`src/rtl/fots_pkg.sv`:
```
`default_nettype none

package fots_pkg;

	localparam int unsigned DefTableDepth = 1024;

	localparam int unsigned OFFSET_W = 32;
	localparam int unsigned INDEX_W  = 10;
	localparam int unsigned COUNT_W  = 11;

	localparam logic OP_LOAD   = 1'b0;
	localparam logic OP_LOOKUP = 1'b1;

	localparam logic STAT_OK    = 1'b0;
	localparam logic STAT_EMPTY = 1'b1;

	// controller -> datapath
	typedef struct packed {
		logic load_entry;  // write table entry, pend a zero result
		logic set_empty;   // pend the empty-table error
		logic start;       // latch query, open search window, issue first probe
		logic step;        // one probe compare
		logic fin;         // neighbour read back, form the shifted offset
		logic publish;     // move pending result into the output register
	} fots_cmd_t;

	// datapath -> controller
	typedef struct packed {
		logic op_lookup;
		logic empty;
		logic hit;
		logic more;
	} fots_stat_t;

endpackage

`default_nettype wire

```
`src/rtl/fots_ctrl.sv`:
```
`default_nettype none

module fots_ctrl (
	input  wire                   clk,
	input  wire                   arst_n,
	input  wire                   in_valid,
	output logic                  in_ready,
	output logic                  out_valid,
	input  wire                   out_ready,
	input  fots_pkg::fots_stat_t  stat,
	output fots_pkg::fots_cmd_t   cmd
);
	import fots_pkg::*;

	localparam logic [1:0] S_IDLE = 2'd0;
	localparam logic [1:0] S_SRCH = 2'd1;
	localparam logic [1:0] S_FIN  = 2'd2;
	localparam logic [1:0] S_DONE = 2'd3;

	logic [1:0] state_q;
	logic [1:0] state_d;
	logic       out_valid_q;
	logic       accept;
	logic       slot_free;

	assign in_ready  = (state_q == S_IDLE);
	assign accept    = in_valid && in_ready;
	assign slot_free = !out_valid_q || out_ready;
	assign out_valid = out_valid_q;

	always_comb begin
		cmd            = '0;
		cmd.load_entry = accept && !stat.op_lookup;
		cmd.set_empty  = accept && stat.op_lookup && stat.empty;
		cmd.start      = accept && stat.op_lookup && !stat.empty;
		cmd.step       = (state_q == S_SRCH);
		cmd.fin        = (state_q == S_FIN);
		cmd.publish    = (state_q == S_DONE) && slot_free;
	end

	always_comb begin
		state_d = state_q;
		case (state_q)
			S_IDLE: begin
				if (accept) begin
					state_d = (stat.op_lookup && !stat.empty) ? S_SRCH : S_DONE;
				end
			end
			S_SRCH: begin
				if (stat.hit) begin
					state_d = S_DONE;
				end else if (!stat.more) begin
					state_d = S_FIN;
				end
			end
			S_FIN: state_d = S_DONE;
			S_DONE: begin
				if (slot_free) begin
					state_d = S_IDLE;
				end
			end
			default: state_d = S_IDLE;
		endcase
	end

	always_ff @(posedge clk or negedge arst_n) begin
		if (!arst_n) begin
			state_q     <= S_IDLE;
			out_valid_q <= 1'b0;
		end else begin
			state_q <= state_d;
			if (cmd.publish) begin
				out_valid_q <= 1'b1;
			end else if (out_ready) begin
				out_valid_q <= 1'b0;
			end
		end
	end

endmodule

`default_nettype wire

```
`config.mk`:
```
export PLATFORM = sky130hd
export DESIGN_NAME = fots_ctrl
export DESIGN_NICKNAME = d
export VERILOG_FILES = /design/src/rtl/fots_pkg.sv /design/src/rtl/fots_ctrl.sv
export SDC_FILE = /design/constraint.sdc
export NUM_CORES = 1
export LEC_CHECK = 0
export BUFFER_PORTS_ARGS = -buffer_cell sky130_fd_sc_hd__buf_2
export CELL_PAD_IN_SITES_DETAIL_PLACEMENT = 0
export CELL_PAD_IN_SITES_GLOBAL_PLACEMENT = 1
export CORE_AREA = 3 3 40 42
export DETAILED_ROUTE_END_ITERATION = 10
export DIE_AREA = 0 0 43 45
export PLACE_DENSITY = 0.64
export SLEW_MARGIN = 20
export SYNTH_ARGS = -nofsm -noshare
export SYNTH_HDL_FRONTEND = slang
export SYNTH_SLANG_ARGS = --single-unit
```
`constraint.sdc`:
```
create_clock -name clk -period 1.68 [get_ports clk]
set_input_delay 0.084 -clock clk [delete_from_list [all_inputs] [get_ports clk]]
set_output_delay 0.084 -clock clk [all_outputs]
set_load 0.05 [all_outputs]
```
Word level (Yosys, flattened, before mapping)
Index checks and enable logic that the tools add are counted.
{"block": "classes", "n_mux": 8, "eq_ne": 6, "reduce_logical": 14}
{"cell": "$mux 2", "count": 5}
{"cell": "$pmux 2 s4", "count": 1}
{"cell": "$logic_and 1x1->1", "count": 7}
{"cell": "$eq 2x2->1 const B", "count": 2}
{"cell": "$logic_not 1->1", "count": 3}
{"cell": "$ne 3x3->1 const B", "count": 1}
{"cell": "$reduce_and 3->1", "count": 1}
{"cell": "$eq 2x1->1 const B", "count": 1}
{"cell": "$logic_not 2->1", "count": 1}
{"cell": "$mux 1", "count": 2}
{"cell": "$ne 2x1->1 const B", "count": 1}
{"cell": "$ne 2x2->1 const B", "count": 1}
{"cell": "$reduce_bool 2->1", "count": 1}
{"cell": "$logic_or 1x1->1", "count": 1}
{"block": "totals", "register_bits": 3, "inputBits": 8, "elab_cells": 30, "out_inout_bits": 8}

Logic depth before layout (Yosys ltp)
Gate-level depths: netlist of the first run.
{"block": "logic_depth", "depth_word": 5, "depth_mapped": 6, "depth_no_buf": 6}

Worst setup path before layout of the first run
Ideal clock, no wire load.
{"block": "synth_path", "path_type": "reg-to-output", "startpoint": "reg state_q[0]", "endpoint": "out cmd[3] (netlist name)", "path_buffers": 0, "path_slack_ns": -0.850, "stages_incl_launch_ff": 5, "required_ns": 1.596, "arrival_time_ns": 2.446, "cell_sequence": "dfrtp_1 > inv_1 > ha_1 > nand2_1 > nor3b_1"}
{"item": "start: declaration", "line_no": "fots_ctrl.sv:20", "rtl": "logic [1:0] state_q;"}
{"item": "start signal: assignment", "line_no": "fots_ctrl.sv:71", "rtl": "state_q <= state_d;"}
{"item": "end: declaration", "line_no": "fots_ctrl.sv:11", "rtl": "output fots_pkg::fots_cmd_t cmd"}

==> results.json, run 1 <==
{
  "dieArea_sq_um": 1940,
  "whs_path_depth": 3,
  "worst_pin_slew_ns": 0.252,
  "synth_seq_area_share": 0.243,
  "fin_worst_skew_ns": 0.00339,
  "pre_cts_slack_ns": 0.208,
  "synth_area_per_cell_sq_um": 8.83,
  "vias": 295,
  "crit_type": "reg2out",
  "fin_nets": 69,
  "hp-class": "in2reg",
  "ant_nets": 0,
  "synth_fp_nets": 48,
  "relSlewSlack": 0.833,
  "grt_pass1_vias": 268,
  "setup_ws_ns": 0.108,
  "numCtsBuffers": 3,
  "ff2ff_setup_slack_ns": 0.40,
  "fin_setup_tns_ns": 0,
  "antenna_cells": 0,
  "seq_area_sq_um": 75.1,
  "critPathMaxFanout": 5,
  "utilization": 0.366,
  "clkTransAtPathRegs_ns": 0.04,
  "start_util": 0.241,
  "clockBufferDepth": 2,
  "core_sq_um": 1280,
  "cap_violations": 0,
  "min_from": "out_ready",
  "multi_input_area_sq_um": 240,
  "drt_iter0_markers": 2,
  "grt_pass1_wl_mm": 1.03,
  "finalPower_uw": 988,
  "syn_inst": 35,
  "ys_seq_elements": 3,
  "report.final.slew_viol_count": 0,
  "end_kind": "output pin",
  "viasPerCell": 4.21,
  "final_layout_size_suffix_gt1_frac": 0.491,
  "worst_setup_path_start_kind": "register",
  "finalCritPeriodShare": 0.936,
  "num_rows": 13,
  "status": "complete, no violations",
  "startpoint": "state_q[1]",
  "fin_crit_ns": 1.57,
  "finalHoldViolCount": 0,
  "routed_wl_microns": 613,
  "clock-root-buffer": "clkbuf_4",
  "wire_per_inst_microns": 8.76,
  "reg2regPathDepth": 5,
  "timing.fmax_mhz": 636,
  "drtPass1Iterations": 2,
  "synth_cell_types": 17,
  "p_per_area_nw_per_um2": 2100,
  "arrival_ns": 1.49,
  "area_growth_pct": 52.2,
  "setup_viol": 0,
  "cts.sinks": 3,
  "syn_area_sq_um": 309,
  "grt_usage": 0.0726,
  "remaining_drc_errors": 0,
  "place_hpwl_microns": 546,
  "r2r-end": "state_q[1]",
  "required_ns": 1.60,
  "cts_htree_levels": 1,
  "die_h_microns": 45,
  "antenna_found_initial": 0,
  "grt-ovfl-total": 0,
  "cts_tree": "yes",
  "io_buffer_count": 15,
  "dieWidth_microns": 43,
  "place_congestion": 0.766,
  "rsz0062_at_grt": "false",
  "n_fill_cell": 136,
  "clk_latency_ns": 0.23,
  "worst_ir_drop_vdd_uv": 640,
  "yosysWarningCount": 0,
  "r2r-start": "state_q[1]",
  "p_leak_nw": 0.248,
  "holdPathEnd": "out_valid",
  "grt_max_degree": 6,
  "ios": 16
}
==> critical path: stages (launching register included) <==
cell and delay, ns:
dfrtp_1 0.44, inv_2 0.13, ha_4 0.16, nand2_1 0.13
nor3b_4 0.18, buf_4 0.21
==> per-layer routing <==
metal,vias to the layer above,wire (microns),track usage
met4,0,0,0.0361
met1,131,275,0.0799
li1,156,-,-
met3,0,39,0.0359
met2,8,297,0.117
met5,-,0,0
==> layout make-up <==
cell class              count  share of cell area
clock buffers               4              0.0559
inverters                   6              0.0479
multi-input cells          26               0.511
flip-flops and latches      3               0.160
well taps                  15              0.0399
repair buffers             16               0.186
==> sequential cells by signal, summed over array words and instances (netlist names) <==
name / cells
out_valid: 1
state_q: 2
==> worst max-delay path by stage <==
stage / endpoint / slack (ns) / cells past startpoint
floorplan: cmd[3] / 0.09 / 4
global placement: cmd[3] / 0.24 / 5
detailed placement: cmd[3] / 0.21 / 5
CTS: cmd[3] / 0.02 / 5
global route: cmd[3] / 0.02 / 5
finish: cmd[3] / 0.11 / 5
==> cell usage after synthesis (all sizes together) <==
library cell	instances	area, sq um
nand3b	1	7.51
nor3b	1	7.51
ha	5	62.6
inv	6	22.5
o21ai	3	18.8
dfrtp	3	75.1
a2bb2oi	1	26.3
nand2b	1	13.8
a21oi	1	5.00
mux2i	1	10.0
and2	1	6.26
nor3	1	5.00
o211a	1	10.0
a41oi	1	8.76
nand2	4	15.0
nor2	4	15.0
==> cells by family (layout without fill, tap and decap cells) <==
| kind of cell | Yosys count | after routing | share of synthesized area |
|---|---|---|---|
| fa+ha+maj | 5 | 5 | 0.202 |
| mux | 1 | 1 | 0.0324 |
| simple gates | 13 | 13 | 0.227 |
| flops | 3 | 3 | 0.243 |
| compound gates | 7 | 7 | 0.223 |
| buf+inv | 6 | 26 | 0.0729 |
==> timing repair <==
action                                 4_1_cts  5_1_grt
setup buffers                                0        0
endpoints found under the hold margin        3        0
hold buffers                                 1        0
gates resized for setup                      1        2
pin swaps                                    0        0
setup endpoints to repair                    1        3
==> through the flow <==
| stage | area (sq um) | std cells | hold slack (ns) |
|---|---|---|---|
| detailed placement | 432 | 65 | -0.118 |
| global placement | 432 | 65 | -0.119 |
| floorplan | 338 | 35 | -0.212 |
| global route | 470 | 70 | 0.164 |
| CTS | 470 | 70 | 0.154 |
| finish | 470 | 70 | 0.158 |
==> report_power, final <==
group / total [mW] / switching (mW) / internal [mW]
combinational: 0.698 / 0.464 / 0.234
sequential: 0.165 / 0.0522 / 0.113
clock: 0.124 / 0.0355 / 0.0889
total: 0.988 / 0.552 / 0.436
==> cell usage in the layout, fill, tap and decap left out, types with 2 or more instances in the layout <==
cell type and n:
inv_2 2, nor2_2 2, clkbuf_4 3, nand2_1 4, buf_2 14, dfrtp_1 3
inv_1 4, ha_1 4, o21ai_0 2, nor2_1 2
Note: power is estimated with default switching activity, not from simulation.
==> run 2, diff against run 1 <==
--- a/config.mk
+++ b/config.mk
@@ -9,6 +9,7 @@
 export CELL_PAD_IN_SITES_DETAIL_PLACEMENT = 0
 export CELL_PAD_IN_SITES_GLOBAL_PLACEMENT = 1
 export CORE_AREA = 3 3 40 42
+export CTS_BUF_LIST = sky130_fd_sc_hd__clkbuf_2
 export DETAILED_ROUTE_END_ITERATION = 10
 export DIE_AREA = 0 0 43 45
 export PLACE_DENSITY = 0.64
==> results.json, run 2 (same netlist as run 1, synthesis figures left out) <==
{
  "drtPass1Iterations": 2,
  "required_ns": 1.60,
  "ant_nets": 0,
  "fin_worst_skew_ns": 0.00626,
  "die_h_microns": 45,
  "viasPerCell": 4.17,
  "setup_ws_ns": 0.132,
  "clock-root-buffer": "clkbuf_2",
  "end_kind": "output pin",
  "p_per_area_nw_per_um2": 2070,
  "dr_wl_met2_microns": 300,
  "numCtsBuffers": 3,
  "finalPower_uw": 963,
  "grt_max_degree": 6,
  "vias": 292,
  "remaining_drc_errors": 0,
  "ff2ff_setup_slack_ns": 0.40,
  "layoutNonFillerInstCount": 70,
  "relSlewSlack": 0.833,
  "report.final.slew_viol_count": 0,
  "start_util": 0.241,
  "antenna_cells": 0,
  "cts_tree": "yes",
  "clkTransAtPathRegs_ns": 0.05,
  "grt_usage": 0.0726,
  "drt_iter0_markers": 2,
  "switching_share": 0.574,
  "arrival_ns": 1.46,
  "clockBufferDepth": 2,
  "regMostFlops": "state_q",
  "cap_violations": 0,
  "pre_cts_slack_ns": 0.208,
  "ios": 16,
  "intPower_uw": 410,
  "setup_viol": 0,
  "n_fill_cell": 136,
  "routed_wl_microns": 619,
  "cts.sinks": 3,
  "wl_met1_microns": 278,
  "clkPwrFrac": 0.103,
  "num_rows": 13,
  "min_from": "out_ready",
  "finalCritPeriodShare": 0.922,
  "rsz0062_at_grt": "false",
  "fin_nets": 69,
  "maxUsedRoutingLayer": "met3",
  "hold_slack_ns": 0.185,
  "worst_ir_drop_vdd_uv": 637,
  "layout_common_cells": "buf_2, nand2_1, inv_1, ha_1, clkbuf_2",
  "crit_type": "reg2out",
  "grt_pass1_vias": 268,
  "worst_pin_slew_ns": 0.252,
  "layout_commonest_cell": "buf_2",
  "power.switching_uw": 553,
  "dpl-instance-area_sq_um": 432,
  "fin_crit_ns": 1.55,
  "grt_pass1_wl_mm": 1.03,
  "place_congestion": 0.766,
  "startpoint": "state_q[1]",
  "wl_met3_microns": 39,
  "seq_area_sq_um": 75.1,
  "hp-class": "in2reg",
  "antenna_found_initial": 0,
  "timing.fmax_mhz": 646,
  "pwr-share-comb": 0.725,
  "clk_latency_ns": 0.20,
  "critPathMaxFanout": 5,
  "area_growth_pct": 50.2,
  "status": "complete, no violations",
  "r2r-start": "state_q[1]",
  "dieArea_sq_um": 1940,
  "fin_setup_tns_ns": 0,
  "multi_input_area_sq_um": 240,
  "seqPwrFrac": 0.172,
  "place_hpwl_microns": 546,
  "core_sq_um": 1280,
  "final_layout_size_suffix_gt1_frac": 0.509,
  "p_leak_nw": 0.249,
  "io_buffer_count": 15,
  "wire_per_inst_microns": 8.84,
  "grt-ovfl-total": 0,
  "dieWidth_microns": 43,
  "fin_area_sq_um": 464,
  "largest_reg_flops": 2,
  "worst_setup_path_start_kind": "register",
  "cts_htree_levels": 1,
  "placed_cells": 65,
  "utilization": 0.361,
  "finalHoldViolCount": 0
}
[run 2: metal layers]
layer | global-route usage | vias to the layer above
met1 | 0.0799 | 130
met4 | 0.0361 | 0
met5 | 0 | -
met3 | 0.0359 | 0
li1 | - | 154
met2 | 0.117 | 8
[run 2: layout make-up]
type                       instances  share of cell area
timing repair buffer              16               0.189
sequential                         3               0.162
clock buffer                       4              0.0431
inverter                           6              0.0485
multi-input combinational         26               0.518
tap                               15              0.0404
[run 2: worst paths after layout]
| kind | endpoint | cells past startpoint |
|---|---|---|
| min reg2reg | out_valid | 2 |
| max reg2reg | state_q[1] | 5 |
| min | out_valid | 3 |
| max | cmd[3] | 5 |
| max in group asynchronous | out_valid | 2 |
| min in group asynchronous | state_q[1] | 2 |
[run 2: timing repair]
item,4_1_cts,5_1_grt
hold buffers,1,0
endpoints found under the hold margin,3,0
resized for setup,1,2
buffers inserted,0,0
endpoints found under the setup margin,1,3
[run 2: power groups by stage]
stage	Sequential [mW]	Combinational [mW]	Clock [mW]
after detailed placement	0.160	0.706	0
after global placement	0.158	0.718	0
after global routing	0.172	0.752	0.109
after floorplan	0.194	0.555	0
final	0.165	0.698	0.0996
after CTS	0.160	0.709	0.106
[run 2: worst max-delay path: stages (launching register included)]
cell	delay (ns)
dfrtp_1	0.44
inv_2	0.13
ha_4	0.16
nand2_1	0.13
nor3b_4	0.18
buf_4	0.21
==> run 3, diff against run 2 <==
--- a/config.mk
+++ b/config.mk
@@ -13,6 +13,8 @@
 export DETAILED_ROUTE_END_ITERATION = 10
 export DIE_AREA = 0 0 43 45
 export PLACE_DENSITY = 0.64
+export REMOVE_ABC_BUFFERS = 1
+export SETUP_SLACK_MARGIN = 0.02
 export SLEW_MARGIN = 20
 export SYNTH_ARGS = -nofsm -noshare
 export SYNTH_HDL_FRONTEND = slang
==> results.json, run 3 (same netlist as run 1, synthesis figures left out) <==
{
  "crit_type": "reg2out",
  "fin_nets": 69,
  "p_leak_nw": 0.241,
  "critPathMaxFanout": 5,
  "arrival_ns": 1.46,
  "largest_reg_flops": 2,
  "wire_per_inst_microns": 9.50,
  "relSlewSlack": 0.833,
  "antenna_found_initial": 0,
  "fin_area_sq_um": 439,
  "routed_wl_microns": 665,
  "die_h_microns": 45,
  "grt_pass1_wl_mm": 1.10,
  "start_util": 0.241,
  "fin_worst_skew_ns": 0.000400,
  "fin_setup_tns_ns": 0,
  "remaining_drc_errors": 0,
  "grt-ovfl-total": 0,
  "drt_iter0_markers": 3,
  "required_ns": 1.60,
  "numCtsBuffers": 3,
  "cts.sinks": 3,
  "grt_usage": 0.0799,
  "report.final.slew_viol_count": 0,
  "ant_nets": 0,
  "io_buffer_count": 15,
  "worst_setup_path_start_kind": "register",
  "clk_latency_ns": 0.20,
  "end_kind": "output pin",
  "p_per_area_nw_per_um2": 2140,
  "hp-class": "in2reg",
  "r2r-start": "state_q[0]",
  "cts_htree_levels": 1,
  "pre_cts_slack_ns": 0.198,
  "vias": 288,
  "cap_violations": 0,
  "cts_tree": "yes",
  "clock-root-buffer": "clkbuf_2",
  "core_sq_um": 1280,
  "hold_slack_ns": 0.188,
  "finalHoldViolCount": 0,
  "num_rows": 13,
  "ff2ff_setup_slack_ns": 0.41,
  "worst_pin_slew_ns": 0.253,
  "grt_max_degree": 6,
  "r2r-end": "state_q[1]",
  "ios": 16,
  "fin_crit_ns": 1.55,
  "status": "complete, no violations",
  "place_congestion": 0.772,
  "timing.fmax_mhz": 646,
  "dieArea_sq_um": 1940,
  "dieWidth_microns": 43,
  "area_growth_pct": 42.1,
  "min_from": "out_ready",
  "drtPass1Iterations": 3,
  "antenna_cells": 0,
  "regMostFlops": "state_q",
  "dpl-instance-area_sq_um": 403,
  "layout_commonest_cell": "buf_2",
  "rsz0062_at_grt": "false",
  "final_layout_size_suffix_gt1_frac": 0.473,
  "reg2regPathDepth": 5,
  "place_hpwl_microns": 547,
  "viasPerCell": 4.11,
  "grt_pass1_vias": 269,
  "worst_ir_drop_vdd_uv": 772,
  "clockBufferDepth": 2,
  "setup_viol": 0,
  "clkTransAtPathRegs_ns": 0.04,
  "holdPathEnd": "out_valid",
  "finalCritPeriodShare": 0.922,
  "setup_ws_ns": 0.132,
  "whs_path_depth": 3,
  "finalPower_uw": 938
}
run 3: where the power goes:
group | internal (mW) | total [mW] | switching [mW]
registers | 0.115 | 0.166 | 0.0505
clock network | 0.0628 | 0.0988 | 0.0360
logic | 0.223 | 0.674 | 0.450
total | 0.401 | 0.938 | 0.537
run 3: critical path: stages, from the launching register on:
cell and delay (ns):
dfrtp_2 0.43, inv_2 0.10, ha_2 0.22, nand2_1 0.09, nor3b_1 0.19, buf_4 0.22
run 3: how the worst max path moves through the flow:
stage | start | end | slack, ns | cells past startpoint
after floorplan | state_q[0] | cmd[3] | -0.85 | 4
after global placement | state_q[0] | cmd[3] | 0.18 | 5
after detailed placement | state_q[0] | cmd[3] | 0.20 | 5
after CTS | state_q[0] | cmd[3] | 0.04 | 5
after global routing | state_q[1] | cmd[3] | 0.03 | 5
final | state_q[0] | cmd[3] | 0.13 | 5
run 3: stage by stage:
step,util,instances
after floorplan,-,35
after global placement,0.314,65
after detailed placement,0.314,65
after CTS,0.341,70
after global routing,0.342,70
final,0.342,70
run 3: repair_timing:
item                       in CTS  in global routing
hold endpoints to repair        3                  0
hold buffers                    1                  0
setup endpoints to repair       1                  2
resized for setup               2                  3
setup buffers                   0                  0
run 3: final cells by class:
type / count / area, sq um
inverter: 6 / 22.5
fill: 130 / 846
clock buffer: 4 / 20.0
sequential: 3 / 76.3
multi-input combinational: 26 / 214
tap: 15 / 18.8
timing repair buffer: 16 / 87.6
run 3: metal layers:
layer | part of all wire | vias to the layer above | track usage | routed length, microns
met1 | 0.48 | 125 | 0.0892 | 321
li1 | - | 155 | - | -
met2 | 0.45 | 8 | 0.129 | 299
met3 | 0.065 | 0 | 0.0518 | 43
met5 | 0 | - | 0 | 0
met4 | 0 | 0 | 0.0181 | 0
